$ cat src/design/pbcgt_pkg.sv
// Shared types and constants for the pixel brightness, contrast, gray and threshold pipeline.
package pbcgt_pkg;

	localparam int PixW     = 8;
	localparam int BrightW  = 9;
	localparam int ContW    = 9;
	localparam int CfgDataW = 9;
	localparam int CfgIdxW  = 3;

	// Reset values of the configuration registers.
	localparam logic signed [BrightW-1:0] BrightReset = 9'sd0;
	localparam logic [ContW-1:0]          ContReset   = 9'd100;
	localparam logic [PixW-1:0]           ThrReset    = 8'd127;

	// Contrast midpoint.
	localparam int Mid = 127;

	// Reciprocal for an exact floor division by 25 of a 14-bit value (shift 19).
	localparam int RecipContW     = 15;
	localparam int RecipCont      = 20972;
	localparam int RecipContShift = 19;

	// Reciprocal for an exact floor division by 125 of a 15-bit value (shift 22).
	localparam int RecipLumaW     = 16;
	localparam int RecipLuma      = 33555;
	localparam int RecipLumaShift = 22;

	// Luma weights in thousandths, plus the rounding term.
	localparam int WeightR   = 299;
	localparam int WeightG   = 587;
	localparam int WeightB   = 114;
	localparam int LumaRound = 500;

	typedef enum logic [CfgIdxW-1:0] {
		REG_BRIGHTNESS = 3'd0,
		REG_CONTRAST   = 3'd1,
		REG_THRESHOLD  = 3'd2,
		REG_SRC_GRAY   = 3'd3,
		REG_GRAY_EN    = 3'd4,
		REG_THR_EN     = 3'd5
	} reg_idx_t;

	// Configuration seen by the gray and threshold stages.
	typedef struct packed {
		logic            gray_en;
		logic            thr_en;
		logic            src_gray;
		logic [PixW-1:0] thr_level;
	} luma_cfg_t;

	// Load strobes, one for each pipeline stage.
	typedef struct packed {
		logic s1;
		logic s2;
		logic s3;
		logic s4;
		logic s5;
		logic s6;
		logic s7;
	} stage_ld_t;

endpackage

$ cat src/design/pbcgt_chan.sv
// Brightness and contrast datapath for one colour channel, stages one to four.
module pbcgt_chan (
	input  logic                                      clk,
	input  pbcgt_pkg::stage_ld_t                      ld,
	input  logic signed [pbcgt_pkg::BrightW-1:0]      brightness,
	input  logic [pbcgt_pkg::ContW-1:0]               contrast,
	input  logic [pbcgt_pkg::PixW-1:0]                pix,
	output logic [pbcgt_pkg::PixW-1:0]                chan_s4
);

	localparam int QProdW = 14 + pbcgt_pkg::RecipContW;

	logic signed [9:0]  sum_bright;
	logic [7:0]         bright_s1;
	logic signed [9:0]  diff;
	logic signed [19:0] prod;
	logic signed [19:0] prod_s2;
	logic signed [20:0] num;
	logic [19:0]        mag;
	logic [QProdW-1:0]  qprod;
	logic [QProdW-1:0]  qprod_s3;
	logic               neg_s3;
	logic [9:0]         quot;
	logic signed [11:0] res;

	// Stage one: add the offset and clamp to a byte.
	assign sum_bright = $signed({2'b00, pix}) + 10'(brightness);

	always_ff @(posedge clk) begin
		if (ld.s1) begin
			if (sum_bright[9])
				bright_s1 <= 8'd0;
			else if (sum_bright[8])
				bright_s1 <= 8'd255;
			else
				bright_s1 <= sum_bright[7:0];
		end
	end

	// Stage two: distance from the midpoint times the gain.
	assign diff = $signed({2'b00, bright_s1}) - 10'(pbcgt_pkg::Mid);
	assign prod = diff * $signed({1'b0, contrast});

	always_ff @(posedge clk) begin
		if (ld.s2) begin
			prod_s2 <= prod;
		end
	end

	// Stage three: magnitude of the rounded numerator, divided by 8 and then by 25
	// through a reciprocal product. The sign is kept for truncation toward zero.
	assign num   = (21'(prod_s2) <<< 1) + 21'sd100;
	assign mag   = num[20] ? 20'(-num) : 20'(num);
	assign qprod = QProdW'(mag[16:3]) * QProdW'(pbcgt_pkg::RecipCont);

	always_ff @(posedge clk) begin
		if (ld.s3) begin
			qprod_s3 <= qprod;
			neg_s3   <= num[20];
		end
	end

	// Stage four: restore the sign, add the midpoint and clamp.
	assign quot = qprod_s3[pbcgt_pkg::RecipContShift +: 10];
	assign res  = neg_s3 ? (12'(pbcgt_pkg::Mid) - $signed({2'b00, quot}))
	                     : (12'(pbcgt_pkg::Mid) + $signed({2'b00, quot}));

	always_ff @(posedge clk) begin
		if (ld.s4) begin
			if (res[11])
				chan_s4 <= 8'd0;
			else if (res > 12'sd255)
				chan_s4 <= 8'd255;
			else
				chan_s4 <= res[7:0];
		end
	end

endmodule

$ cat src/design/pbcgt_luma.sv
// Gray conversion and binary threshold, stages five to seven.
module pbcgt_luma (
	input  logic                          clk,
	input  pbcgt_pkg::stage_ld_t          ld,
	input  pbcgt_pkg::luma_cfg_t          cfg,
	input  logic [pbcgt_pkg::PixW-1:0]    red_s4,
	input  logic [pbcgt_pkg::PixW-1:0]    green_s4,
	input  logic [pbcgt_pkg::PixW-1:0]    blue_s4,
	output logic [pbcgt_pkg::PixW-1:0]    red_s7,
	output logic [pbcgt_pkg::PixW-1:0]    green_s7,
	output logic [pbcgt_pkg::PixW-1:0]    blue_s7
);

	localparam int SumW  = 18;
	localparam int LProdW = 31;

	logic [SumW-1:0]    wsum;
	logic [SumW-1:0]    wsum_s5;
	logic [7:0]         red_s5, green_s5, blue_s5;
	logic [LProdW-1:0]  lprod;
	logic [LProdW-1:0]  lprod_s6;
	logic [7:0]         red_s6, green_s6, blue_s6;
	logic [7:0]         gray;
	logic [7:0]         r_sel, g_sel, b_sel;
	logic               thr_on;
	logic [7:0]         thr_val;

	// Stage five: weighted sum with rounding.
	assign wsum = SumW'(red_s4) * SumW'(pbcgt_pkg::WeightR)
	            + SumW'(green_s4) * SumW'(pbcgt_pkg::WeightG)
	            + SumW'(blue_s4) * SumW'(pbcgt_pkg::WeightB)
	            + SumW'(pbcgt_pkg::LumaRound);

	always_ff @(posedge clk) begin
		if (ld.s5) begin
			wsum_s5  <= wsum;
			red_s5   <= red_s4;
			green_s5 <= green_s4;
			blue_s5  <= blue_s4;
		end
	end

	// Stage six: divide by 8 by shifting, then by 125 through a reciprocal product.
	assign lprod = LProdW'(wsum_s5[SumW-1:3]) * LProdW'(pbcgt_pkg::RecipLuma);

	always_ff @(posedge clk) begin
		if (ld.s6) begin
			lprod_s6 <= lprod;
			red_s6   <= red_s5;
			green_s6 <= green_s5;
			blue_s6  <= blue_s5;
		end
	end

	// Stage seven: choose gray or colour, then threshold on the red channel.
	assign gray    = lprod_s6[pbcgt_pkg::RecipLumaShift +: 8];
	assign r_sel   = cfg.gray_en ? gray : red_s6;
	assign g_sel   = cfg.gray_en ? gray : green_s6;
	assign b_sel   = cfg.gray_en ? gray : blue_s6;
	assign thr_on  = cfg.thr_en & (cfg.src_gray | cfg.gray_en);
	assign thr_val = (r_sel >= cfg.thr_level) ? 8'd255 : 8'd0;

	always_ff @(posedge clk) begin
		if (ld.s7) begin
			red_s7   <= thr_on ? thr_val : r_sel;
			green_s7 <= thr_on ? thr_val : g_sel;
			blue_s7  <= thr_on ? thr_val : b_sel;
		end
	end

endmodule

$ cat src/design/pixel_brightness_contrast_gray_threshold_unit.sv
// Top level of the pixel brightness, contrast, gray and threshold pipeline.
//
//   Channel   Signals                                Direction  Moves
//   in        in_valid, in_stall, red/green/blue_in  sink       one pixel request
//   out       out_valid, out_stall, red/green/blue_out source   one processed pixel
//   config    wr_en, wr_index, wr_data               sink       one register write
//
// A pixel's result passes through the seven register stages of the datapath, the last of
// which is the output register, and a new pixel can be accepted in every cycle in which
// in_stall is low.
// Reset clears the stage valid bits and loads the register defaults.
// Each stage holds its request while the stage after it is full and cannot move, so a
// stall on the output fills the bubbles first and reaches in_stall only when all seven
// stages hold a pixel. Nothing is dropped or repeated under a stall.
module pixel_brightness_contrast_gray_threshold_unit (
	input  logic                               clk,
	input  logic                               arst_n,
	input  logic                               in_valid,
	output logic                               in_stall,
	input  logic [pbcgt_pkg::PixW-1:0]         red_in,
	input  logic [pbcgt_pkg::PixW-1:0]         green_in,
	input  logic [pbcgt_pkg::PixW-1:0]         blue_in,
	output logic                               out_valid,
	input  logic                               out_stall,
	output logic [pbcgt_pkg::PixW-1:0]         red_out,
	output logic [pbcgt_pkg::PixW-1:0]         green_out,
	output logic [pbcgt_pkg::PixW-1:0]         blue_out,
	input  logic                               wr_en,
	input  logic [pbcgt_pkg::CfgIdxW-1:0]      wr_index,
	input  logic [pbcgt_pkg::CfgDataW-1:0]     wr_data
);

	// Configuration registers.
	logic signed [pbcgt_pkg::BrightW-1:0] brightness_q;
	logic [pbcgt_pkg::ContW-1:0]          contrast_q;
	logic [pbcgt_pkg::PixW-1:0]           thr_level_q;
	logic                                 src_gray_q;
	logic                                 gray_en_q;
	logic                                 thr_en_q;

	// Stage valid bits and the ready chain that runs back from the output.
	logic v_s1, v_s2, v_s3, v_s4, v_s5, v_s6, v_s7;
	logic rdy1, rdy2, rdy3, rdy4, rdy5, rdy6, rdy7;

	pbcgt_pkg::stage_ld_t ld;
	pbcgt_pkg::luma_cfg_t luma_cfg;

	logic [pbcgt_pkg::PixW-1:0] red_s4, green_s4, blue_s4;

	always_ff @(posedge clk or negedge arst_n) begin
		if (!arst_n) begin
			brightness_q <= pbcgt_pkg::BrightReset;
			contrast_q   <= pbcgt_pkg::ContReset;
			thr_level_q  <= pbcgt_pkg::ThrReset;
			src_gray_q   <= 1'b0;
			gray_en_q    <= 1'b0;
			thr_en_q     <= 1'b0;
		end else if (wr_en) begin
			unique case (wr_index)
				pbcgt_pkg::REG_BRIGHTNESS: brightness_q <= $signed(wr_data[8:0]);
				pbcgt_pkg::REG_CONTRAST:   contrast_q   <= wr_data[8:0];
				pbcgt_pkg::REG_THRESHOLD:  thr_level_q  <= wr_data[7:0];
				pbcgt_pkg::REG_SRC_GRAY:   src_gray_q   <= wr_data[0];
				pbcgt_pkg::REG_GRAY_EN:    gray_en_q    <= wr_data[0];
				pbcgt_pkg::REG_THR_EN:     thr_en_q     <= wr_data[0];
				default: begin
					// Writes to unused indexes are ignored.
				end
			endcase
		end
	end

	// A stage can take new data when it is empty or when its own content moves on.
	assign rdy7 = ~v_s7 | ~out_stall;
	assign rdy6 = ~v_s6 | rdy7;
	assign rdy5 = ~v_s5 | rdy6;
	assign rdy4 = ~v_s4 | rdy5;
	assign rdy3 = ~v_s3 | rdy4;
	assign rdy2 = ~v_s2 | rdy3;
	assign rdy1 = ~v_s1 | rdy2;

	assign in_stall = ~rdy1;

	// Data registers load only when a valid request moves into them.
	assign ld.s1 = rdy1 & in_valid;
	assign ld.s2 = rdy2 & v_s1;
	assign ld.s3 = rdy3 & v_s2;
	assign ld.s4 = rdy4 & v_s3;
	assign ld.s5 = rdy5 & v_s4;
	assign ld.s6 = rdy6 & v_s5;
	assign ld.s7 = rdy7 & v_s6;

	always_ff @(posedge clk or negedge arst_n) begin
		if (!arst_n) begin
			v_s1 <= 1'b0;
			v_s2 <= 1'b0;
			v_s3 <= 1'b0;
			v_s4 <= 1'b0;
			v_s5 <= 1'b0;
			v_s6 <= 1'b0;
			v_s7 <= 1'b0;
		end else begin
			if (rdy1) v_s1 <= in_valid;
			if (rdy2) v_s2 <= v_s1;
			if (rdy3) v_s3 <= v_s2;
			if (rdy4) v_s4 <= v_s3;
			if (rdy5) v_s5 <= v_s4;
			if (rdy6) v_s6 <= v_s5;
			if (rdy7) v_s7 <= v_s6;
		end
	end

	// The three colour channels run through identical brightness and contrast paths.
	pbcgt_chan u_chan_red (
		.clk        (clk),
		.ld         (ld),
		.brightness (brightness_q),
		.contrast   (contrast_q),
		.pix        (red_in),
		.chan_s4    (red_s4)
	);

	pbcgt_chan u_chan_green (
		.clk        (clk),
		.ld         (ld),
		.brightness (brightness_q),
		.contrast   (contrast_q),
		.pix        (green_in),
		.chan_s4    (green_s4)
	);

	pbcgt_chan u_chan_blue (
		.clk        (clk),
		.ld         (ld),
		.brightness (brightness_q),
		.contrast   (contrast_q),
		.pix        (blue_in),
		.chan_s4    (blue_s4)
	);

	assign luma_cfg.gray_en   = gray_en_q;
	assign luma_cfg.thr_en    = thr_en_q;
	assign luma_cfg.src_gray  = src_gray_q;
	assign luma_cfg.thr_level = thr_level_q;

	// Gray conversion and threshold; its last stage is the output register.
	pbcgt_luma u_luma (
		.clk      (clk),
		.ld       (ld),
		.cfg      (luma_cfg),
		.red_s4   (red_s4),
		.green_s4 (green_s4),
		.blue_s4  (blue_s4),
		.red_s7   (red_out),
		.green_s7 (green_out),
		.blue_s7  (blue_out)
	);

	assign out_valid = v_s7;

	// The input may only be held off when every stage is full and the output is stalled.
	a_in_stall_full: assert property (@(posedge clk) disable iff (!arst_n)
		in_stall |-> (v_s1 && v_s2 && v_s3 && v_s4 && v_s5 && v_s6 && out_valid && out_stall))
		else $error("input stalled while the pipeline still has room");

	// An accepted pixel always lands in the first stage.
	a_accept_lands: assert property (@(posedge clk) disable iff (!arst_n)
		(in_valid && !in_stall) |=> v_s1)
		else $error("accepted pixel did not enter the first stage");

	// A middle stage that cannot move keeps its request.
	a_hold_mid: assert property (@(posedge clk) disable iff (!arst_n)
		(v_s4 && !rdy5) |=> v_s4)
		else $error("stage four lost a request under a stall");

endmodule
$ cat config.mk
export PLATFORM = sky130hd
export DESIGN_NAME = pixel_brightness_contrast_gray_threshold_unit
export DESIGN_NICKNAME = d
export VERILOG_FILES = /design/src/design/pbcgt_pkg.sv /design/src/design/pbcgt_chan.sv /design/src/design/pbcgt_luma.sv /design/src/design/pixel_brightness_contrast_gray_threshold_unit.sv
export SDC_FILE = /design/constraint.sdc
export NUM_CORES = 2
export LEC_CHECK = 0
export ABC_CLOCK_PERIOD_IN_PS = 6850
export BUFFER_PORTS_ARGS = -buffer_cell sky130_fd_sc_hd__buf_4
export CAP_MARGIN = 30
export CORE_UTILIZATION = 36
export DETAILED_ROUTE_END_ITERATION = 8
export PLACE_DENSITY = 0.59
export SLEW_MARGIN = 20
export SYNTH_ARGS = -nofsm -noshare
export SYNTH_HDL_FRONTEND = slang
export SYNTH_SLANG_ARGS = --single-unit
export TNS_END_PERCENT = 5
$ cat constraint.sdc
create_clock -name clk -period 6.85 [get_ports clk]
set_input_delay 0.685 -clock clk [delete_from_list [all_inputs] [get_ports clk]]
set_output_delay 0.685 -clock clk [all_outputs]
set_load 0.1 [all_outputs]
**Yosys cells after proc, flatten, opt, wreduce, memory -nomap -nowiden**

Index checks and enable logic that the tools add are counted.

- Order comparisons: 4
- Add/sub/neg operators: 21
- Multiply operators: 10
- Muxes and demuxes: 19
- Eq/ne operators: 5
- Bitwise gates (word level): 25
- Reduce and logical (&&, ||, !) cells: 7

Operators with widths:

| operator | count |
|---|---|
| two-way mux 8 bit | 13 |
| multiplier 14 x 13 -> 27 bit (second input constant) | 3 |
| adder 21 x 8 -> 21 bit (second input constant) | 3 |
| multiplier 9 x 10 -> 19 bit | 3 |
| two-way mux 17 bit | 3 |
| negator 17 bit | 3 |
| > comparator 12 x 9 -> 1 bit (second input constant) | 3 |
| two-way mux 12 bit | 3 |
| adder 7 x 10 -> 11 bit (first input constant) | 3 |
| subtractor 7 x 10 -> 11 bit (first input constant) | 3 |
| adder 9 x 9 -> 10 bit | 3 |
| multiplier 15 x 16 -> 30 bit (second input constant) | 1 |
| subtractor 8 x 7 -> 9 bit (second input constant) | 3 |
| adder 17 x 18 -> 18 bit | 1 |
| adder 18 x 15 -> 18 bit | 1 |
| adder 18 x 9 -> 18 bit (second input constant) | 1 |
| multiplier 8 x 10 -> 18 bit (second input constant) | 1 |
| multiplier 8 x 9 -> 17 bit (second input constant) | 1 |
| multiplier 8 x 6 -> 14 bit (second input constant) | 1 |
| AND reduction 2 bit | 6 |
| inverter 1 bit | 9 |
| bitwise AND 1 bit | 8 |
| greater-or-equal comparator 8 bit | 1 |
| OR 1 bit | 8 |
| 4 further kinds | 6 |

- Logic and storage cells: 130
- Flip-flop bits (word level): 348
- Output and inout bits: 26

**Logic depth before layout (Yosys ltp)**

- Word-level depth: 9
- Mapped depth: 28
- Depth with buffers taken out: 27

**Cells and area by module**

A second synthesis with hierarchy kept.

- Cells, all modules: 3872
- Area total of the unflattened synthesis: 39372.8 sq um

By module, submodules not included:

| module | area an instance (sq um) | cells an instance | times used |
|---|---|---|---|
| pbcgt_chan at u_chan_blue ... | 9083.7 | 939 | 2 |
| pbcgt_luma | 10373.7 | 926 | 1 |
| pbcgt_chan at u_chan_red | 9366.5 | 974 | 1 |
| pixel_brightness_contrast_gray_threshold_unit | 1465.2 | 94 | 1 |

**Worst setup path before layout**

OpenSTA, ideal clock, no wires.

- Kind: register -> register
- Start: register u_chan_red.prod_s2[1]
- End: register u_chan_red.qprod_s3[25], data pin
- Cell stages (with the launch flop): 27
- Required time: 6.585 ns
- Library setup time: 0.265 ns
- Arrival time: 6.851 ns
- Period minus slack after synthesis: 7.116 ns
- Slack: -0.266 ns
- Cell sequence: edfxtp_1 ha_1 clkbuf_1 a211oi_1 nor2_1 o31ai_1 a41oi_1 xnor2_1 xor2_1 ha_1 a21o_1 ha_1 inv_1 fa_1 inv_1 fa_1 inv_1 fa_1 inv_1 ha_1 o21ai_0 o21a_1 o21a_1 o211a_1 o31ai_1 a2111oi_0 or3_1

- Word-level cells in the longest chain between the ends: 4

Ends and longest elaborated chain:

| element | line | text |
|---|---|---|
| from (decl) | pbcgt_chan.sv:17 | `logic signed [19:0] prod_s2;` |
| from (signal assigned) | pbcgt_chan.sv:46 | `prod_s2 <= prod;` |
| adder 21 x 8 -> 21 bit (*) | pbcgt_chan.sv:52 | `assign num = (21'(prod_s2) <<< 1) + 21'sd100;` |
| negator 17 bit | pbcgt_chan.sv:53 | `assign mag = num[20] ? 20'(-num) : 20'(num);` |
| two-way mux 17 bit (*) | pbcgt_chan.sv:53 |  |
| multiplier 14 x 13 -> 27 bit (*) | pbcgt_chan.sv:54 | `assign qprod = QProdW'(mag[16:3]) * QProdW'(pbcgt_pkg::RecipCont);` |
| named net u_chan_red.qprod[25] | pbcgt_chan.sv:20 | `logic [QProdW-1:0] qprod;` |
| to (signal assigned) | pbcgt_chan.sv:58 | `qprod_s3 <= qprod;` |
| to (decl) | pbcgt_chan.sv:21 | `logic [QProdW-1:0] qprod_s3;` |

Mark *: on every way through the listed nets, which the timed path passes. The rest lies on a longest branch.
A chain may end at the register's enable or synchronous reset.

**Final worst setup path**

- Start: register u_chan_green.prod_s2[1]
- End: register u_chan_green.qprod_s3[28], data pin

- Word-level cells in the longest chain between the ends: 4

Ends and longest elaborated chain:

| element | line |
|---|---|
| from (decl) | pbcgt_chan.sv:17 |
| from (signal assigned) | pbcgt_chan.sv:46 |
| adder 21 x 8 -> 21 bit (*) | pbcgt_chan.sv:52 |
| negator 17 bit | pbcgt_chan.sv:53 |
| two-way mux 17 bit (*) | pbcgt_chan.sv:53 |
| multiplier 14 x 13 -> 27 bit (*) | pbcgt_chan.sv:54 |
| named net u_chan_green.qprod[28] | pbcgt_chan.sv:20 |
| to (signal assigned) | pbcgt_chan.sv:58 |
| to (decl) | pbcgt_chan.sv:21 |

Marks and branches as above.

==> impl_results.md <==
- DRC Markers: 0
- Slew headroom: 0.409
- CTS tree: built
- Post-Layout Cell Count: 5566
- Std-Cell Rows: 120
- Io pins: 67
- Starting Density: 0.365
- Detail Route Antenna Nets: 0
- Post-synthesis sequential area ratio: 0.202
- Status: complete, no violations
- Worst path required time: 7.20 ns
- Vias in the first global route: 27509
- Hold Path Class: in2async
- WS Path Type: reg2reg
- First-pass GRT wire length: 137 mm
- Seq cells post-synth: 269
- RSZ-0062 raised after global routing: yes
- Minimum clock period: 6.61 ns
- Fin crit share: 0.965
- Slowest CP cell: fa_1
- Multi-input logic area: 0.0282 mm2
- Number of flops mapped to enable cells by yosys: 233
- # port buffers: 66
- Die height: 332 um
- Clk pin slew, worst setup/hold paths: 0.06 ns
- DRT Pass-1 Iters: 6
- Fmax: 151 MHz
- Antenna violations before repair: 4
- Num CTS Buffers: 30
- Setup Skew: 0.0191 ns
- CP Launch Type: flip-flop
- Post-placement cell count: 5498
- Synthesized area per cell: 9.93 um2
- Worst-Skew Late Latency: 0.60 ns
- Instance count of the mapped netlist: 3948
- Max Slew Vio Count: 0
- Hold violation count in the final report: 0
- Yosys warnings: 0
- Primary FF master, synth: edfxtp_1
- Crit-path max FO: 7
- GRT Util Overall: 0.150
- Vias per cell: 4.76
- Nets@finish: 5344
- GRT overflow: 0
- Max-cap violations: 0
- Die X-Extent: 332 um
- Syn nets: 5153
- CTS Hold Bufs: 0
- Critical path capture point type: flip-flop
- CP peak stage delay: 0.53 ns
- Routability cong.: 0.860
- Register area: 0.00791 mm2
- Commonest cells after routing, fill and taps aside: inv_1, ha_1, fa_1
- Slew @ Worst Pin: 0.884 ns
- Most common cell after layout, fill and taps aside: inv_1
- Die area: 0.110 mm2
- Via count: 26485
- Root buffer cell: clkbuf_16
- Final WL: 81.0 mm
- Largest net degree at the start of global routing: 58
- Area delta synth->final: 12.0%
- # clock sinks: 269
- Synth cell types: 86
- DPL Wire Length: 69.4 mm
- Critical Path Most Common Cell: buf_4
- Final setup viols: 0
- Async set-reset flop share out of synthesis: 0.134
- N_diodes: 0
- Filler cell count: 10496
- Worst endpoint data arrival time: 6.96 ns
- # H-tree levels: 1
- Core Footprint: 0.108 mm2
- Post-synthesis cell area: 0.0392 mm2
- CTS Buffer Depth: 3
- DRT iter0 DRCs: 1076
- Mean routed wirelength per cell: 14.6 um
- Layout cells sized above 1: 0.101
==> logic make-up after synthesis <==
kind of cell             count (synthesis)  synth area share
flip-flops                             269             0.202
multiplexers                            35           0.00986
XOR/XNOR                               273            0.0636
AND/OR/NAND/NOR                        784             0.101
AO/OA/AOI/OAI                          487            0.0782
adder cells (fa/ha/maj)               1164             0.456
buffers and inverters                  936            0.0901
==> cells in the mapped netlist (5+ instances only) <==
cell	count	area, um2
inv_1	851	3190
nand3_1	53	265
a21boi_0	5	37.5
xnor2_1	156	1370
inv_2	5	18.8
o22ai_1	8	50.1
edfxtp_1	233	7000
and3_1	20	125
o211ai_1	9	67.6
mux2_2	28	315
clkbuf_1	61	229
a211oi_1	20	150
a31oi_1	25	156
a2111oi_0	6	52.6
and2_1	100	626
nand4_1	32	200
fa_1	441	8830
o21ai_1	5	25.0
a21o_1	45	338
o21bai_1	17	128
nor2_1	125	469
a211o_1	8	70.1
nor3_1	67	335
or2_2	9	56.3
or3_1	14	87.6
buf_2	15	75.1
and4_1	8	70.1
a21oi_1	177	886
o21a_1	15	113
dfrtp_1	26	651
nand2b_1	67	419
nor2b_1	19	119
xor2_1	108	946
nand2_1	233	875
nor4_1	10	62.6
a311oi_1	5	43.8
o21ai_0	85	425
a22o_1	5	43.8
ha_1	723	9050
dfstp_2	10	263
mux2i_1	6	60.1
o31ai_1	9	67.6
==> path summary, 6_finish.rpt <==
check / startpoint / to / slack, ns / depth (start not counted)
min in group clk: in_valid / v_s1$_DFFE_PN0N_ / 0.28 / 2
max in group asynchronous: arst_n / contrast_q[3]$_DFFE_PN0P_ / 6.33 / 1
worst min-delay path: arst_n / thr_level_q[7]$_DFFE_PN0P_ / 0.07 / 1
worst min register to register: u_luma.red_s5[1]$_DFFE_PP_ / u_luma.red_s6[1]$_DFFE_PP_ / 0.42 / 0
worst max register to register: u_chan_green.prod_s2[1]$_DFFE_PP_ / u_chan_green.qprod_s3[28]$_DFFE_PP_ / 0.24 / 29
worst max-delay path: u_chan_green.prod_s2[1]$_DFFE_PP_ / u_chan_green.qprod_s3[28]$_DFFE_PP_ / 0.24 / 29
==> sequential cells by signal, indices dropped and copies added, names as in the netlist, 9 cells and up <==
| register | flops |
|---|---|
| u_chan_red.qprod_s3 | 10 |
| u_chan_green.prod_s2 | 19 |
| u_chan_green.qprod_s3 | 10 |
| u_luma.wsum_s5 | 15 |
| u_chan_blue.qprod_s3 | 10 |
| u_chan_red.prod_s2 | 19 |
| brightness_q | 9 |
| contrast_q | 9 |
| u_chan_blue.prod_s2 | 19 |
==> what timing repair did <==
action | CTS | global route
gates resized for setup | 2 | 59
setup endpoints to repair | 4 | 24
cloned | 0 | 1
pin swaps | 0 | 22
buffers inserted | 0 | 9
==> routing by layer <==
layer | up-vias | GRT usage | wire length, um
met4 | 0 | 0.0249 | 1350
met3 | 79 | 0.0186 | 2700
met1 | 12770 | 0.205 | 39100
met5 | - | 0 | 0
met2 | 323 | 0.256 | 37800
li1 | 13313 | - | -
==> area by class of cell <==
class | instances | share of cell area
flip-flops and latches | 269 | 0.180
clock inverters | 21 | 0.00604
repair buffers | 237 | 0.0412
well taps | 1403 | 0.0400
multi-input cells | 2744 | 0.641
clock buffers | 35 | 0.0182
inverters | 857 | 0.0733
==> per-stage QoR <==
stage	setup TNS [ns]	worst slack [ns]	hold WS [ns]	utilization	instance area [um2]
2_1_floorplan	0	0.0135	0.389	-	39200
3_3_place_gp	0	0.0000933	0.403	0.394	42400
3_5_place_dp	-0.122	-0.0639	0.405	0.395	42400
4_1_cts	0	0.00260	0.0580	0.405	43500
5_1_grt	-0.0886	-0.0263	0.0868	0.408	43900
6_report	0	0.240	0.0679	0.408	43900
==> worst max-delay path: cells and delay by family (launching register included) <==
kind / cells / cell delay, ns
adders and majority gates: 6 / 2.31
AOI/OAI and AO/OA: 5 / 0.93
and+or+nand+nor: 6 / 1.15
buffers and inverters: 9 / 1.10
xor gates and xnor gates: 3 / 0.46
DFF: 1 / 0.40
Power is not shown: default switching activity piles up to over one toggle a cycle in this logic, so the estimate is an artifact.
